## src/rtl/core/base85_stream_codec_defines.svh

```systemverilog
// Assertion macros shared by the base85 stream codec RTL.
`ifndef BASE85_STREAM_CODEC_DEFINES_SVH
`define BASE85_STREAM_CODEC_DEFINES_SVH

`ifndef ASSERT_OFF

// Check a property at every rising edge, skipped while reset is high.
`define BSC_ASSERT(lbl, clk, rst, prop) \
   lbl: assert property (@(posedge clk) disable iff (rst) prop) \
      else $error("%m: check failed");

// Check a property at every rising edge, reset included.
`define BSC_ASSERT_ALWAYS(lbl, clk, prop) \
   lbl: assert property (@(posedge clk) prop) \
      else $error("%m: check failed");

`else

`define BSC_ASSERT(lbl, clk, rst, prop)
`define BSC_ASSERT_ALWAYS(lbl, clk, prop)

`endif

`endif

```

## src/rtl/core/bsc_pkg.sv

```systemverilog
// Types, constants and helper functions of the base85 stream codec.
package bsc_pkg;

   localparam int BYTE_W     = 8;
   localparam int CSR_IDX_W  = 2;
   localparam int CSR_DATA_W = 8;
   localparam int RADIX_N    = 85;

   // register indexes
   localparam logic [CSR_IDX_W-1:0] CSR_DIRECTION = 2'd0;
   localparam logic [CSR_IDX_W-1:0] CSR_ALPHABET  = 2'd1;

   localparam logic DIR_ENCODE = 1'b0;
   localparam logic DIR_DECODE = 1'b1;
   localparam logic ALPHA_Z85  = 1'b0;
   localparam logic ALPHA_A85  = 1'b1;

   // group sizes: bytes per encode group, characters per decode group
   localparam logic [2:0] ENC_GROUP = 3'd4;
   localparam logic [2:0] DEC_GROUP = 3'd5;
   localparam logic [2:0] ENC_CHARS = 3'd5;
   localparam logic [2:0] DEC_BYTES = 3'd4;
   localparam logic [2:0] DIV_STEPS = 3'd4;

   localparam logic [6:0] LAST_DIGIT = 7'd84;
   localparam logic [7:0] A85_FIRST  = 8'd33;
   localparam logic [7:0] A85_LAST   = 8'd117;

   // floor(v / 85) == (v * RECIP_85) >> RECIP_SHIFT for every 32-bit v
   localparam logic [31:0] RECIP_85    = 32'hC0C0C0C1;
   localparam int          RECIP_SHIFT = 38;

   localparam logic [0:RADIX_N-1][7:0] Z85_SET =
      "0123456789abcdefghijklmnopqrstuvwxyzABCDEFGHIJKLMNOPQRSTUVWXYZ.-:+=^!/*?&<>()[]{}@%$#";

   typedef struct packed {
      logic [31:0] value;
      logic [2:0]  count;
      logic        last;
      logic        decode;
      logic        alpha;
   } job_type;

   typedef struct packed {
      logic [0:4][7:0] data;
      logic [2:0]      count;
      logic            last;
   } group_type;

   function automatic logic [31:0] times85(input logic [31:0] v);
      return (v << 6) + (v << 4) + (v << 2) + v;
   endfunction

   function automatic logic [7:0] times85_lo(input logic [7:0] x);
      return (x << 6) + (x << 4) + (x << 2) + x;
   endfunction

   // Unknown characters map to digit 0.
   function automatic logic [6:0] char_to_digit(input logic [7:0] c, input logic alpha);
      logic [6:0] d;
      logic [7:0] off;
      d   = '0;
      off = c - A85_FIRST;
      if (alpha == ALPHA_A85) begin
         if (c >= A85_FIRST && c <= A85_LAST) begin
            d = off[6:0];
         end
      end else begin
         for (int i = 0; i < RADIX_N; i++) begin
            if (Z85_SET[i] == c) begin
               d = 7'(i);
            end
         end
      end
      return d;
   endfunction

   function automatic logic [7:0] digit_to_char(input logic [6:0] d, input logic alpha);
      logic [7:0] c;
      if (alpha == ALPHA_A85) begin
         c = A85_FIRST + {1'b0, d};
      end else begin
         c = Z85_SET[d];
      end
      return c;
   endfunction

endpackage

```

## src/rtl/core/bsc_if.sv

```systemverilog
// Channel interfaces of the base85 stream codec: input, result and register write.
interface bsc_req_if;
   import bsc_pkg::*;
   logic              valid;
   logic              ready;
   logic [BYTE_W-1:0] in_byte;
   logic              in_last;
   modport source (output valid, in_byte, in_last, input ready);
   modport sink   (input valid, in_byte, in_last, output ready);
endinterface

interface bsc_rsp_if;
   import bsc_pkg::*;
   logic              valid;
   logic              ready;
   logic [BYTE_W-1:0] out_byte;
   logic              out_last;
   modport source (output valid, out_byte, out_last, input ready);
   modport sink   (input valid, out_byte, out_last, output ready);
endinterface

interface bsc_csr_if;
   import bsc_pkg::*;
   logic                  valid;
   logic                  ready;
   logic [CSR_IDX_W-1:0]  wr_index;
   logic [CSR_DATA_W-1:0] wr_data;
   modport source (output valid, wr_index, wr_data, input ready);
   modport sink   (input valid, wr_index, wr_data, output ready);
endinterface

```

## src/rtl/core/bsc_front.sv

```systemverilog
// Front end: register file, item intake and group assembly.
module bsc_front (
   input  logic              clock,
   input  logic              reset,
   bsc_req_if.sink           req_ch,
   bsc_csr_if.sink           csr_ch,
   output logic              job_valid,
   input  logic              job_ready,
   output bsc_pkg::job_type  job
);
   import bsc_pkg::*;

   logic [31:0] value_ff;
   logic [2:0]  count_ff;
   logic        dir_ff;
   logic        alpha_ff;

   logic [31:0] value_in;
   logic [2:0]  count_in;
   logic [6:0]  digit;
   logic [4:0]  shamt;
   logic        accept;
   logic        complete;
   logic        empty_group;

   assign req_ch.ready = job_ready;
   assign csr_ch.ready = 1'b1;
   assign accept       = req_ch.valid && job_ready;

   always_comb begin
      count_in    = count_ff + 3'd1;
      digit       = char_to_digit(req_ch.in_byte, alpha_ff);
      shamt       = {~count_ff[1:0], 3'b000};
      if (dir_ff == DIR_DECODE) begin
         value_in = times85(value_ff) + {25'd0, digit};
         complete = (count_in == DEC_GROUP) || req_ch.in_last;
      end else begin
         value_in = value_ff | ({24'd0, req_ch.in_byte} << shamt);
         complete = (count_in == ENC_GROUP) || req_ch.in_last;
      end
      // a lone final character decodes to nothing
      empty_group = (dir_ff == DIR_DECODE) && (count_in == 3'd1);
   end

   assign job_valid  = accept && complete && !empty_group;
   assign job.value  = value_in;
   assign job.count  = count_in;
   assign job.last   = req_ch.in_last;
   assign job.decode = dir_ff;
   assign job.alpha  = alpha_ff;

   always_ff @(posedge clock) begin
      if (reset) begin
         value_ff <= '0;
         count_ff <= '0;
         dir_ff   <= DIR_ENCODE;
         alpha_ff <= ALPHA_Z85;
      end else if (csr_ch.valid) begin
         unique case (csr_ch.wr_index)
            CSR_DIRECTION: begin
               dir_ff   <= csr_ch.wr_data[0];
               value_ff <= '0;
               count_ff <= '0;
            end
            CSR_ALPHABET: begin
               alpha_ff <= csr_ch.wr_data[0];
               value_ff <= '0;
               count_ff <= '0;
            end
            default: begin
               // drop writes to unknown registers
            end
         endcase
      end else if (accept) begin
         if (complete) begin
            value_ff <= '0;
            count_ff <= '0;
         end else begin
            value_ff <= value_in;
            count_ff <= count_in;
         end
      end
   end

endmodule

```

## src/rtl/core/bsc_queue.sv

```systemverilog
// Small job queue between the front end and the conversion engine.
`include "base85_stream_codec_defines.svh"

module bsc_queue #(
   parameter int DEPTH = 2
) (
   input  logic              clock,
   input  logic              reset,
   input  logic              push_valid,
   output logic              push_ready,
   input  bsc_pkg::job_type  push_job,
   output logic              pop_valid,
   input  logic              pop_ready,
   output bsc_pkg::job_type  pop_job
);
   import bsc_pkg::*;

   localparam int PTR_W = (DEPTH > 1) ? $clog2(DEPTH) : 1;
   localparam int CNT_W = $clog2(DEPTH + 1);
   localparam logic [PTR_W-1:0] PTR_LAST = PTR_W'(DEPTH - 1);
   localparam logic [CNT_W-1:0] CNT_FULL = CNT_W'(DEPTH);

   job_type          mem_ff [DEPTH];
   logic [PTR_W-1:0] wr_ptr_ff;
   logic [PTR_W-1:0] rd_ptr_ff;
   logic [CNT_W-1:0] count_ff;
   logic             push;
   logic             pop;

   assign push_ready = (count_ff != CNT_FULL);
   assign pop_valid  = (count_ff != '0);
   assign pop_job    = mem_ff[rd_ptr_ff];
   assign push       = push_valid && push_ready;
   assign pop        = pop_valid && pop_ready;

   always_ff @(posedge clock) begin
      if (push) begin
         mem_ff[wr_ptr_ff] <= push_job;
      end
   end

   always_ff @(posedge clock) begin
      if (reset) begin
         wr_ptr_ff <= '0;
         rd_ptr_ff <= '0;
         count_ff  <= '0;
      end else begin
         if (push) begin
            wr_ptr_ff <= (wr_ptr_ff == PTR_LAST) ? '0 : wr_ptr_ff + 1'b1;
         end
         if (pop) begin
            rd_ptr_ff <= (rd_ptr_ff == PTR_LAST) ? '0 : rd_ptr_ff + 1'b1;
         end
         if (push && !pop) begin
            count_ff <= count_ff + 1'b1;
         end else if (pop && !push) begin
            count_ff <= count_ff - 1'b1;
         end
      end
   end

   `BSC_ASSERT(a_queue_bound, clock, reset, count_ff <= CNT_FULL)
   `BSC_ASSERT(a_queue_fill, clock, reset, (push && !pop) |=> (count_ff == $past(count_ff) + 1'b1))

endmodule

```

## src/rtl/core/bsc_exec.sv

```systemverilog
// Conversion engine: digit extraction for encode, padding for decode.
`include "base85_stream_codec_defines.svh"

module bsc_exec (
   input  logic                clock,
   input  logic                reset,
   input  logic                job_valid,
   output logic                job_ready,
   input  bsc_pkg::job_type    job,
   output logic                grp_valid,
   input  logic                grp_ready,
   output bsc_pkg::group_type  grp
);
   import bsc_pkg::*;

   typedef enum logic [1:0] {S_IDLE, S_DIV, S_PAD, S_DONE} state_type;

   state_type       state_ff;
   logic [2:0]      step_ff;
   logic [31:0]     cur_ff;
   logic [0:4][7:0] lo_ff;
   logic            dec_ff;
   logic            alpha_ff;
   logic            last_ff;
   logic [2:0]      n_ff;

   logic            load;
   logic [63:0]     prod;
   logic [31:0]     div_in;
   logic [31:0]     pad_in;
   logic [2:0]      enc_n;
   logic [2:0]      dec_n;
   logic [2:0]      pad_n;
   logic [0:4][6:0] digit;
   logic [0:4][7:0] dec_bytes;

   assign job_ready = (state_ff == S_IDLE) || ((state_ff == S_DONE) && grp_ready);
   assign load      = job_valid && job_ready;
   assign grp_valid = (state_ff == S_DONE);

   always_comb begin
      prod   = 64'(cur_ff) * 64'(RECIP_85);
      div_in = 32'(prod[63:RECIP_SHIFT]);
      pad_in = times85(cur_ff) + {25'd0, LAST_DIGIT};
      enc_n  = (job.count == ENC_GROUP) ? ENC_CHARS : job.count + 3'd1;
      dec_n  = (job.count == DEC_GROUP) ? DEC_BYTES : job.count - 3'd1;
      pad_n  = DEC_GROUP - job.count;
   end

   // lo_ff holds the low bytes of v, v/85, ..., v/85^4; each digit is
   // q[k] - 85*q[k+1], which fits in the low byte.
   always_comb begin
      for (int k = 0; k < 4; k++) begin
         digit[k] = 7'(lo_ff[k] - times85_lo(lo_ff[k+1]));
      end
      digit[4]  = lo_ff[4][6:0];
      dec_bytes = {cur_ff, 8'd0};
      for (int j = 0; j < 5; j++) begin
         grp.data[j] = dec_ff ? dec_bytes[j] : digit_to_char(digit[4-j], alpha_ff);
      end
      grp.count = n_ff;
      grp.last  = last_ff;
   end

   always_ff @(posedge clock) begin
      if (reset) begin
         state_ff <= S_IDLE;
      end else if (load) begin
         cur_ff   <= job.value;
         lo_ff[4] <= job.value[7:0];
         dec_ff   <= job.decode;
         alpha_ff <= job.alpha;
         last_ff  <= job.last;
         if (job.decode) begin
            n_ff     <= dec_n;
            step_ff  <= pad_n;
            state_ff <= (pad_n == '0) ? S_DONE : S_PAD;
         end else begin
            n_ff     <= enc_n;
            step_ff  <= '0;
            state_ff <= S_DIV;
         end
      end else begin
         unique case (state_ff)
            S_IDLE: begin
               // wait for a job
            end
            S_DIV: begin
               cur_ff     <= div_in;
               lo_ff[0:3] <= lo_ff[1:4];
               lo_ff[4]   <= div_in[7:0];
               step_ff    <= step_ff + 3'd1;
               if (step_ff == DIV_STEPS - 3'd1) begin
                  state_ff <= S_DONE;
               end
            end
            S_PAD: begin
               cur_ff  <= pad_in;
               step_ff <= step_ff - 3'd1;
               if (step_ff == 3'd1) begin
                  state_ff <= S_DONE;
               end
            end
            S_DONE: begin
               if (grp_ready) begin
                  state_ff <= S_IDLE;
               end
            end
            default: state_ff <= S_IDLE;
         endcase
      end
   end

   `BSC_ASSERT(a_pad_only_decode, clock, reset, (state_ff == S_PAD) |-> (dec_ff && step_ff != '0))
   `BSC_ASSERT(a_div_only_encode, clock, reset, (state_ff == S_DIV) |-> !dec_ff)

endmodule

```

## src/rtl/core/bsc_emit.sv

```systemverilog
// Result serializer: holds one converted group and hands it out a byte per transfer.
`include "base85_stream_codec_defines.svh"

module bsc_emit (
   input  logic                clock,
   input  logic                reset,
   input  logic                grp_valid,
   output logic                grp_ready,
   input  bsc_pkg::group_type  grp,
   bsc_rsp_if.source           rsp_ch
);
   import bsc_pkg::*;

   logic [0:4][7:0] data_ff;
   logic [2:0]      n_ff;
   logic [2:0]      idx_ff;
   logic            last_ff;
   logic            busy_ff;

   logic            at_end;
   logic            finish;
   logic            load;

   assign at_end    = (idx_ff == n_ff - 3'd1);
   assign finish    = busy_ff && rsp_ch.ready && at_end;
   assign grp_ready = !busy_ff || finish;
   assign load      = grp_valid && grp_ready;

   assign rsp_ch.valid    = busy_ff;
   assign rsp_ch.out_byte = data_ff[idx_ff];
   assign rsp_ch.out_last = last_ff && at_end;

   always_ff @(posedge clock) begin
      if (reset) begin
         busy_ff <= 1'b0;
         idx_ff  <= '0;
      end else if (load) begin
         data_ff <= grp.data;
         n_ff    <= grp.count;
         last_ff <= grp.last;
         idx_ff  <= '0;
         busy_ff <= 1'b1;
      end else if (finish) begin
         busy_ff <= 1'b0;
      end else if (busy_ff && rsp_ch.ready) begin
         idx_ff <= idx_ff + 3'd1;
      end
   end

   `BSC_ASSERT(a_emit_index, clock, reset, busy_ff |-> (n_ff != '0 && idx_ff < n_ff))

endmodule

```

## src/rtl/core/base85_stream_codec.sv

```systemverilog
// Top level of the base85 stream codec.
//
// Streaming Base85 codec, Z85 or Ascii85 alphabet. Each input transfer carries
// one byte and a last-of-message flag; each result transfer carries one byte
// and a flag that marks the final result of the message. Register 0 selects
// encode (0) or decode (1), register 1 selects Z85 (0) or Ascii85 (1); a write
// to either register drops any partial group, a write to any other index is
// ignored. Write registers only while no transfer is in flight. Encode packs
// four bytes big-endian and sends five characters, most significant first; a
// final group of r bytes sends r+1 characters. Decode packs five characters
// (unknown characters count as digit 0) and sends four bytes; a final group of
// r characters sends r-1 bytes, so a lone final character sends nothing.
// Rate: the front end takes one byte per cycle while the job queue has room.
// Encode throughput is set by the result channel, one character per cycle while
// the receiver is ready; the four divide steps of the next group, a reciprocal
// multiply by 1/85 each, run while the current group is being sent. Decode takes
// one character per cycle while the job queue has room and sends four bytes per
// five characters; a short final group adds one padding step per missing character.
module base85_stream_codec #(
   parameter int QUEUE_DEPTH = 2
) (
   input  logic        clock,
   input  logic        reset,
   bsc_req_if.sink     req_ch,
   bsc_rsp_if.source   rsp_ch,
   bsc_csr_if.sink     csr_ch
);
   import bsc_pkg::*;

   // front end to queue
   logic    push_valid;
   logic    push_ready;
   job_type push_job;

   // queue to engine
   logic    pop_valid;
   logic    pop_ready;
   job_type pop_job;

   // engine to serializer
   logic      grp_valid;
   logic      grp_ready;
   group_type grp;

   // Classify each byte and assemble groups; hold the input while the queue is full.
   bsc_front u_front (
      .clock     (clock),
      .reset     (reset),
      .req_ch    (req_ch),
      .csr_ch    (csr_ch),
      .job_valid (push_valid),
      .job_ready (push_ready),
      .job       (push_job)
   );

   // Decouple intake from conversion so either side can stall alone.
   bsc_queue #(
      .DEPTH (QUEUE_DEPTH)
   ) u_queue (
      .clock      (clock),
      .reset      (reset),
      .push_valid (push_valid),
      .push_ready (push_ready),
      .push_job   (push_job),
      .pop_valid  (pop_valid),
      .pop_ready  (pop_ready),
      .pop_job    (pop_job)
   );

   // Turn one group into up to five result bytes.
   bsc_exec u_exec (
      .clock     (clock),
      .reset     (reset),
      .job_valid (pop_valid),
      .job_ready (pop_ready),
      .job       (pop_job),
      .grp_valid (grp_valid),
      .grp_ready (grp_ready),
      .grp       (grp)
   );

   // Send the group a byte per transfer; take the next group on the last one.
   bsc_emit u_emit (
      .clock     (clock),
      .reset     (reset),
      .grp_valid (grp_valid),
      .grp_ready (grp_ready),
      .grp       (grp),
      .rsp_ch    (rsp_ch)
   );

endmodule

```

## src/flat_wrapper.sv

```systemverilog
// flat-port wrapper written by rule: the top's interface ports become plain ports
module base85_stream_codec_flat import bsc_pkg::*;
#(
   parameter int QUEUE_DEPTH = 2
)
  (clock, reset, req_ch_valid, req_ch_in_byte, req_ch_in_last, req_ch_ready, rsp_ch_valid, rsp_ch_out_byte, rsp_ch_out_last, rsp_ch_ready, csr_ch_valid, csr_ch_wr_index, csr_ch_wr_data, csr_ch_ready);
  bsc_req_if req_ch_i ();
  bsc_rsp_if rsp_ch_i ();
  bsc_csr_if csr_ch_i ();
  input  logic clock;
  input  logic reset;
  input wire logic [$bits(req_ch_i.valid)-1:0] req_ch_valid;
  input wire logic [$bits(req_ch_i.in_byte)-1:0] req_ch_in_byte;
  input wire logic [$bits(req_ch_i.in_last)-1:0] req_ch_in_last;
  output wire logic [$bits(req_ch_i.ready)-1:0] req_ch_ready;
  output wire logic [$bits(rsp_ch_i.valid)-1:0] rsp_ch_valid;
  output wire logic [$bits(rsp_ch_i.out_byte)-1:0] rsp_ch_out_byte;
  output wire logic [$bits(rsp_ch_i.out_last)-1:0] rsp_ch_out_last;
  input wire logic [$bits(rsp_ch_i.ready)-1:0] rsp_ch_ready;
  input wire logic [$bits(csr_ch_i.valid)-1:0] csr_ch_valid;
  input wire logic [$bits(csr_ch_i.wr_index)-1:0] csr_ch_wr_index;
  input wire logic [$bits(csr_ch_i.wr_data)-1:0] csr_ch_wr_data;
  output wire logic [$bits(csr_ch_i.ready)-1:0] csr_ch_ready;
  assign req_ch_i.valid = req_ch_valid;
  assign req_ch_i.in_byte = req_ch_in_byte;
  assign req_ch_i.in_last = req_ch_in_last;
  assign req_ch_ready = req_ch_i.ready;
  assign rsp_ch_valid = rsp_ch_i.valid;
  assign rsp_ch_out_byte = rsp_ch_i.out_byte;
  assign rsp_ch_out_last = rsp_ch_i.out_last;
  assign rsp_ch_i.ready = rsp_ch_ready;
  assign csr_ch_i.valid = csr_ch_valid;
  assign csr_ch_i.wr_index = csr_ch_wr_index;
  assign csr_ch_i.wr_data = csr_ch_wr_data;
  assign csr_ch_ready = csr_ch_i.ready;
  base85_stream_codec #(.QUEUE_DEPTH(QUEUE_DEPTH)) u_core (.clock(clock), .reset(reset), .req_ch(req_ch_i), .rsp_ch(rsp_ch_i), .csr_ch(csr_ch_i));
endmodule
```

## config.mk

```make
export PLATFORM = sky130hd
export DESIGN_NAME = base85_stream_codec_flat
export DESIGN_NICKNAME = d
export VERILOG_FILES = /design/src/rtl/core/bsc_pkg.sv /design/src/rtl/core/bsc_if.sv /design/src/rtl/core/bsc_front.sv /design/src/rtl/core/bsc_queue.sv /design/src/rtl/core/bsc_exec.sv /design/src/rtl/core/bsc_emit.sv /design/src/rtl/core/base85_stream_codec.sv /design/src/flat_wrapper.sv
export VERILOG_INCLUDE_DIRS = /design/src /design/src/rtl/core
export SDC_FILE = /design/constraint.sdc
export NUM_CORES = 2
export LEC_CHECK = 0
export BUFFER_PORTS_ARGS = -buffer_cell sky130_fd_sc_hd__buf_2
export CAP_MARGIN = 20
export CORE_MARGIN = 2
export CORE_UTILIZATION = 25
export DETAILED_ROUTE_END_ITERATION = 8
export HOLD_SLACK_MARGIN = 0.12
export PLACE_DENSITY = 0.35
export SYNTH_ARGS = -nofsm -noshare
export SYNTH_HDL_FRONTEND = slang
export SYNTH_SLANG_ARGS = --single-unit
```

## constraint.sdc

```tcl
create_clock -name clock -period 8.2 [get_ports clock]
set_input_delay 0.41 -clock clock [delete_from_list [all_inputs] [get_ports clock]]
set_output_delay 0.41 -clock clock [all_outputs]
set_load 0.02 [all_outputs]
```

# [Word level (Yosys, flattened, before mapping)]
# Memory sizes are Yosys's and may differ from the RTL's. A register that Yosys moved wholly into a read port is not among the register bits.
# Index checks and enable logic that the tools add are counted.
[totals] regBits=167 mem_bits_rw=76 rom_bits=5120 out_inout_bits=12 word_cells=386 n_memories=6
[op_classes] addsub=42 multipliers=1 magnitude_cmp=8 n_eq_ne=101 n_shift=1 n_mux=145 bitwise_logic=11 reduce_logical=43
[mem_list] name="(name not given)" words=128 width=8 rd=1 rd_clocked_by_memory_dff=0 write_ports=0 line="bsc_pkg.sv:83" rtl="c = Z85_SET[d];"
[mem_list] name="(name not given)" words=128 width=8 rd=1 rd_clocked_by_memory_dff=0 write_ports=0 line="bsc_pkg.sv:83"
[mem_list] name="(name not given)" words=128 width=8 rd=1 rd_clocked_by_memory_dff=0 write_ports=0 line="bsc_pkg.sv:83"
[mem_list] name="(name not given)" words=128 width=8 rd=1 rd_clocked_by_memory_dff=0 write_ports=0 line="bsc_pkg.sv:83"
[mem_list] name="(name not given)" words=128 width=8 rd=1 rd_clocked_by_memory_dff=0 write_ports=0 line="bsc_pkg.sv:83"
[mem_list] name="u_core.u_queue.mem_ff" words=2 width=38 rd=1 rd_clocked_by_memory_dff=1 write_ports=1 line="bsc_queue.sv:23" rtl="job_type mem_ff [DEPTH];"
[op_table] op="2-to-1 mux 7 bit" count=86
[op_table] op="== test 7 x 8 -> 1 bit (first input constant)" count=58
[op_table] op="== test 6 x 8 -> 1 bit (first input constant)" count=26
[op_table] op="adder 32 bit" count=6
[op_table] op="2-to-1 mux 32 bit" count=6
[op_table] op="2-to-1 mux 8 bit" count=21
[op_table] op="adder 7 bit" count=12
[op_table] op="multiplier 32 x 32 -> 64 bit (second input constant)" count=1
[op_table] op="one-hot mux 32 bit (2 select lines)" count=1
[op_table] op="adder 6 x 7 -> 8 bit (first input constant)" count=5
[op_table] op=">= comparator 8 bit (second input constant)" count=5
[op_table] op="NOT 7 -> 8 bit" count=5
[op_table] op="adder 32 x 7 -> 32 bit" count=1
[op_table] op="adder 32 x 7 -> 32 bit (second input constant)" count=1
[op_table] op="bitwise OR 32 bit" count=1
[op_table] op="left shift 8 x 5 -> 32 bit" count=1
[op_table] op="subtractor 7 bit" count=4
[op_table] op="2-to-1 mux 3 bit" count=9
[op_table] op="binary-select mux 8 bit (select 3 bit)" count=1
[op_table] op="2-to-1 mux 2 bit" count=8
[op_table] op="AND reduction 2 bit" count=8
[op_table] op="logical AND 1 bit" count=13
[op_table] op="adder 3 x 1 -> 3 bit (second input constant)" count=4
[op_table] op="== test 3 bit (second input constant)" count=4
[op_table] op="other kinds (33)" count=65

# [Depth between registers and ports, before layout]
[depth] word_depth=91 ltp_mapped=28 depth_no_buf=26

# [By module]
# From an unflattened synthesis, not the netlist that was laid out.
[unflattened] hier_cells=3687 area_unflattened_um2=34277.9
[by_module_without_submodules] mod="bsc_exec" n_inst=1 cells_per_inst=2626 area_each_um2=22885.7
[by_module_without_submodules] mod="bsc_front" n_inst=1 cells_per_inst=807 area_each_um2=6500.0
[by_module_without_submodules] mod="bsc_queue" n_inst=1 cells_per_inst=142 area_each_um2=2965.3
[by_module_without_submodules] mod="bsc_emit" n_inst=1 cells_per_inst=112 area_each_um2=1926.8

# [Worst setup path after synthesis]
# No wires, ideal clock.
[synth_path] path_type="reg2reg" startpoint="register u_core.u_exec.cur_ff[6]" endpoint="register u_core.u_exec.cur_ff[21], data pin" t_arrival_ps=6110 required_time_ps=7931 setup_slack_ps=1820 stages_incl_launch_ff=21 path_cell_list="edfxtp_1 -> ha_1 -> ha_1 -> inv_1 -> fa_1 -> inv_1 -> fa_1 -> fa_1 -> fa_1 -> fa_1 -> ha_1 -> ha_1 -> a21o_1 -> a21oi_1 -> and3b_1 -> o2111ai_1 -> nand4b_1 -> nand3_1 -> a311o_1 -> a2111oi_0 -> nor3_1"
[synth_between] elab_chain_cells=6 elab_cells_between_ends=7 classes_between="add/sub: 4; mul: 1; mux: 2"
[synth_rtl] item="from (decl)" line="bsc_exec.sv:20" rtl="logic [31:0] cur_ff;"
[synth_rtl] item="from (signal assigned)" line="bsc_exec.sv:69" rtl="cur_ff <= job.value;"
[synth_rtl] item="from (signal assigned)" line="bsc_exec.sv:89" rtl="cur_ff <= div_in;"
[synth_rtl] item="from (signal assigned)" line="bsc_exec.sv:98" rtl="cur_ff <= pad_in;"
[synth_rtl] item="adder 32 bit (3 in series)" line="bsc_pkg.sv:51" rtl="return (v << 6) + (v << 4) + (v << 2) + v;"
[synth_rtl] item="adder 32 x 7 -> 32 bit" line="bsc_exec.sv:44" rtl="pad_in = times85(cur_ff) + {25'd0, LAST_DIGIT};"
[synth_rtl] item="one-hot mux 32 bit (2 select lines) (*)" line="bsc_exec.sv:84" rtl="unique case (state_ff)"
[synth_rtl] item="2-to-1 mux 32 bit (*)" line="bsc_exec.sv:68" rtl="end else if (load) begin"
# Every way passes the cells marked *; elsewhere a longest branch is shown, timed or not.
# A chain may end at the register's enable or synchronous reset.

# [Worst setup path in the final report]
[layout_path] startpoint="register u_core.u_exec.cur_ff[4]" endpoint="register u_core.u_exec.cur_ff[21], data pin"
# The elaborated chain is that of the path after synthesis.

==> run_results.csv <==
group,metric,value,unit
timing,setup_tns,0,ns
synth,synthFlopType,"edfxtp_1",
global_routing,grt_pass1_wl,168000,um
synth,syn_avg_cell_area,9.44,um^2
placed_design,gp_congestion,0.821,
route,wirelength,109000,um
timing,max_slew.worst_pin.slew,1.00,ns
critical_path,cp_data_required_time,8.54,ns
global_routing,grt_max_degree,59,
floorplanning,die_h,370,um
clock_tree,cts_tree,"done",
clock_tree,ctsLongestPathBuffers,3,
synth,yosysTopAreaCell,"ha_1",
route,drtIter0Drc,1468,
synth,synth.yosys.seq_area_share,20.5,%
synth,synth.area.top_cells,"ha_1 21%, fa_1 18%, edfxtp_1 18%",
synth,synth_edf_count,196,
critical_path,worstPathArrival,7.66,ns
timing,fin_skew,0.0396,ns
route,vias,25400,
synth,synth_fp_nets,4418,
floorplanning,die_area,137000,um^2
min_path,hp-class,"input pin to flop",
clock_tree,ctsHoldBuffers,4,
floorplanning,die_x,370,um
synth,synth.distinct_cells,89,
clock_tree,cts.reportedPaths.clkPinSlew,0.07,ns
clock_tree,cts_setup_buffers,0,
timing,grt_setup_unrepaired,"no",
clock_tree,cts_resized,0,
route,wl_per_cell,20.4,um
route,via_per_inst,4.75,
clock_tree,cts_htree_levels,1,
floorplanning,start_util,25.1,%
final_layout,n_fill_cell,14300,
critical_path,worstSetupPathType,"flop to flop",
synth,synthesis.area,33400,um^2
placed_design,port_buffers,27,
global_routing,overflow,0,
synth,synth_most_common_cell,"ha_1",
timing,fmax,0.137,GHz
synth,synth_common_cells,"556 x ha_1, 524 x inv_1, 297 x fa_1, 246 x a21oi_1, 196 x edfxtp_1",
synth,syn_inst,3541,
synth,ys_ff_latch,244,
global_routing,grt_pass1_vias,26400,
route,route.detailed.drc,0,
synth,yosysWarnings,0,
clock_tree,cts-root-buf,"clkbuf_16",
placed_design,placedInstanceArea,36000,um^2
final_layout,areaGrowthSynthToFinish,11.5,%
final_layout,post-route-cell-area,37300,um^2
global_routing,grt_use_total,16.1,%
timing,slew_headroom,33.0,%
final_layout,fin_nets,4436,
floorplanning,fp-row-count,134,
final_layout,drive_above_1_share,6.67,%
timing,setup_viol,0,
floorplanning,design.core.area,133000,um^2
route,dr.pass1.iters,5,
clock_tree,cts.sinks,244,
placed_design,hpwlAfterDp,88600,um
run,maxCapViolCount,0,
global_routing,antenna_found_initial,2,
critical_path,worstSetupEndpointType,"flop",
timing,period_minus_slack,7.32,ns
critical_path,worstPathMaxFanout,6,
clock_tree,clock_latency,0.63,ns
timing,period_share,89.3,%
timing,drv_slew,0,
critical_path,start_kind,"flop",
route,ant_nets,0,
floorplanning,num_io_pins,36,
synth,async_reset_ff_share,0,%
synth,synth_top_area_share,20.8,%
clock_tree,numCtsBuffers,31,
run_status,status,"completed",
timing,finalHoldViolCount,0,
## final timing paths
kind                           start  cells past startpoint                       end  slack [ns]
max          u_core.u_exec.cur_ff[4]                     20  u_core.u_exec.cur_ff[21]        0.88
min                            reset                      2                      flop        0.16
max reg2reg  u_core.u_exec.cur_ff[4]                     20  u_core.u_exec.cur_ff[21]        0.88
min reg2reg    u_core.u_exec.n_ff[1]                      0     u_core.u_emit.n_ff[1]        0.42
## layout by cell type, fill, tap and decap left out, drive strengths merged, types with 15 or more instances in the layout
cell | Yosys | layout
a211oi | 68 | 68
a21o | 42 | 42
a21oi | 246 | 246
a22o | 15 | 15
a22oi | 37 | 37
a311oi | 20 | 20
a31oi | 29 | 29
and3 | 15 | 15
buf | 24 | 130
clkbuf | 124 | 31
dfxtp | 48 | 48
edfxtp | 196 | 196
fa | 297 | 297
ha | 556 | 556
inv | 525 | 531
mux2 | 16 | 16
mux2i | 60 | 60
nand2 | 184 | 184
nand2b | 19 | 19
nand3 | 54 | 54
nand4 | 17 | 17
nor2 | 192 | 192
nor2b | 17 | 17
nor3 | 68 | 68
o211ai | 19 | 19
o21a | 37 | 37
o21ai | 151 | 151
o21bai | 20 | 20
o22ai | 47 | 47
o31ai | 19 | 19
or3 | 18 | 18
xnor2 | 113 | 113
xor2 | 59 | 59
## flip-flops by register name, summed over array words and instances, names as in the netlist, 2 cells and up, named ones only
register,count
u_core.u_queue.mem_ff,76
u_core.u_exec.step_ff,3
u_core.u_exec.n_ff,3
u_core.u_front.value_ff,32
u_core.u_exec.state_ff,2
u_core.u_emit.n_ff,3
u_core.u_front.count_ff,3
u_core.u_queue.count_ff,2
u_core.u_exec.cur_ff,32
u_core.u_emit.idx_ff,3
u_core.u_emit.data_ff,40
u_core.u_exec.digit,7
u_core.u_exec.lo_ff,28
## cell families after synthesis
group	Yosys count	synth area share, %
AOI/OAI and AO/OA	881	17.5
xor gates and xnor gates	172	4.51
adders and majority gates	853	38.6
buffers and inverters	677	7.73
DFF	244	20.5
muxes	76	2.35
other	1	0.0112
and+or+nand+nor	637	8.86
## cell type report
| class | count | area [um^2] | area share (%) |
|---|---|---|---|
| Tap cell | 1768 | 2210 | 5.94 |
| Clock inverter | 27 | 447 | 1.20 |
| Inverter | 528 | 1980 | 5.32 |
| Sequential cell | 244 | 6850 | 18.4 |
| Antenna cell | 3 | 7.51 | 0.0201 |
| Multi-Input combinational cell | 2620 | 24000 | 64.5 |
| Timing Repair Buffer | 134 | 952 | 2.55 |
| Clock buffer | 31 | 776 | 2.08 |
## through the flow
stage / hold slack [ns] / std cells / util (%) / worst slack (ns)
2_1_floorplan: 0.400 / 3541 / - / 1.82
3_3_place_gp: 0.403 / 5289 / 27.0 / 0.669
3_5_place_dp: 0.407 / 5290 / 27.0 / 0.665
4_1_cts: 0.127 / 5352 / 28.0 / 0.835
5_1_grt: 0.160 / 5352 / 28.0 / 0.519
6_report: 0.158 / 5355 / 28.0 / 0.881
## worst max-delay path: stages, from the launching register on
cell and delay [ns]:
edfxtp_1 0.74, ha_1 0.37, ha_1 0.36, inv_1 0.09, fa_1 0.54, inv_1 0.06
fa_1 0.50, fa_1 0.52, fa_1 0.52, fa_1 0.43, ha_1 0.30, ha_1 0.31
a21o_1 0.16, a21oi_1 0.24, o21a_1 0.29, a21boi_0 0.21, nand4b_1 0.26, nand3_1 0.19
a311o_1 0.42, a2111oi_0 0.42, nor3_1 0.10
## metal layers
layer  up-vias  routed length (um)  global-route usage (%)
met5         -                   0                       0
met4         0                1490                    2.44
met3        68                2940                    1.07
li1      12500                   -                       -
met1     12500               53400                    23.2
met2       365               51200                    26.7
Power is not shown: default switching activity piles up to over one toggle a cycle in this logic, so the estimate is an artifact.
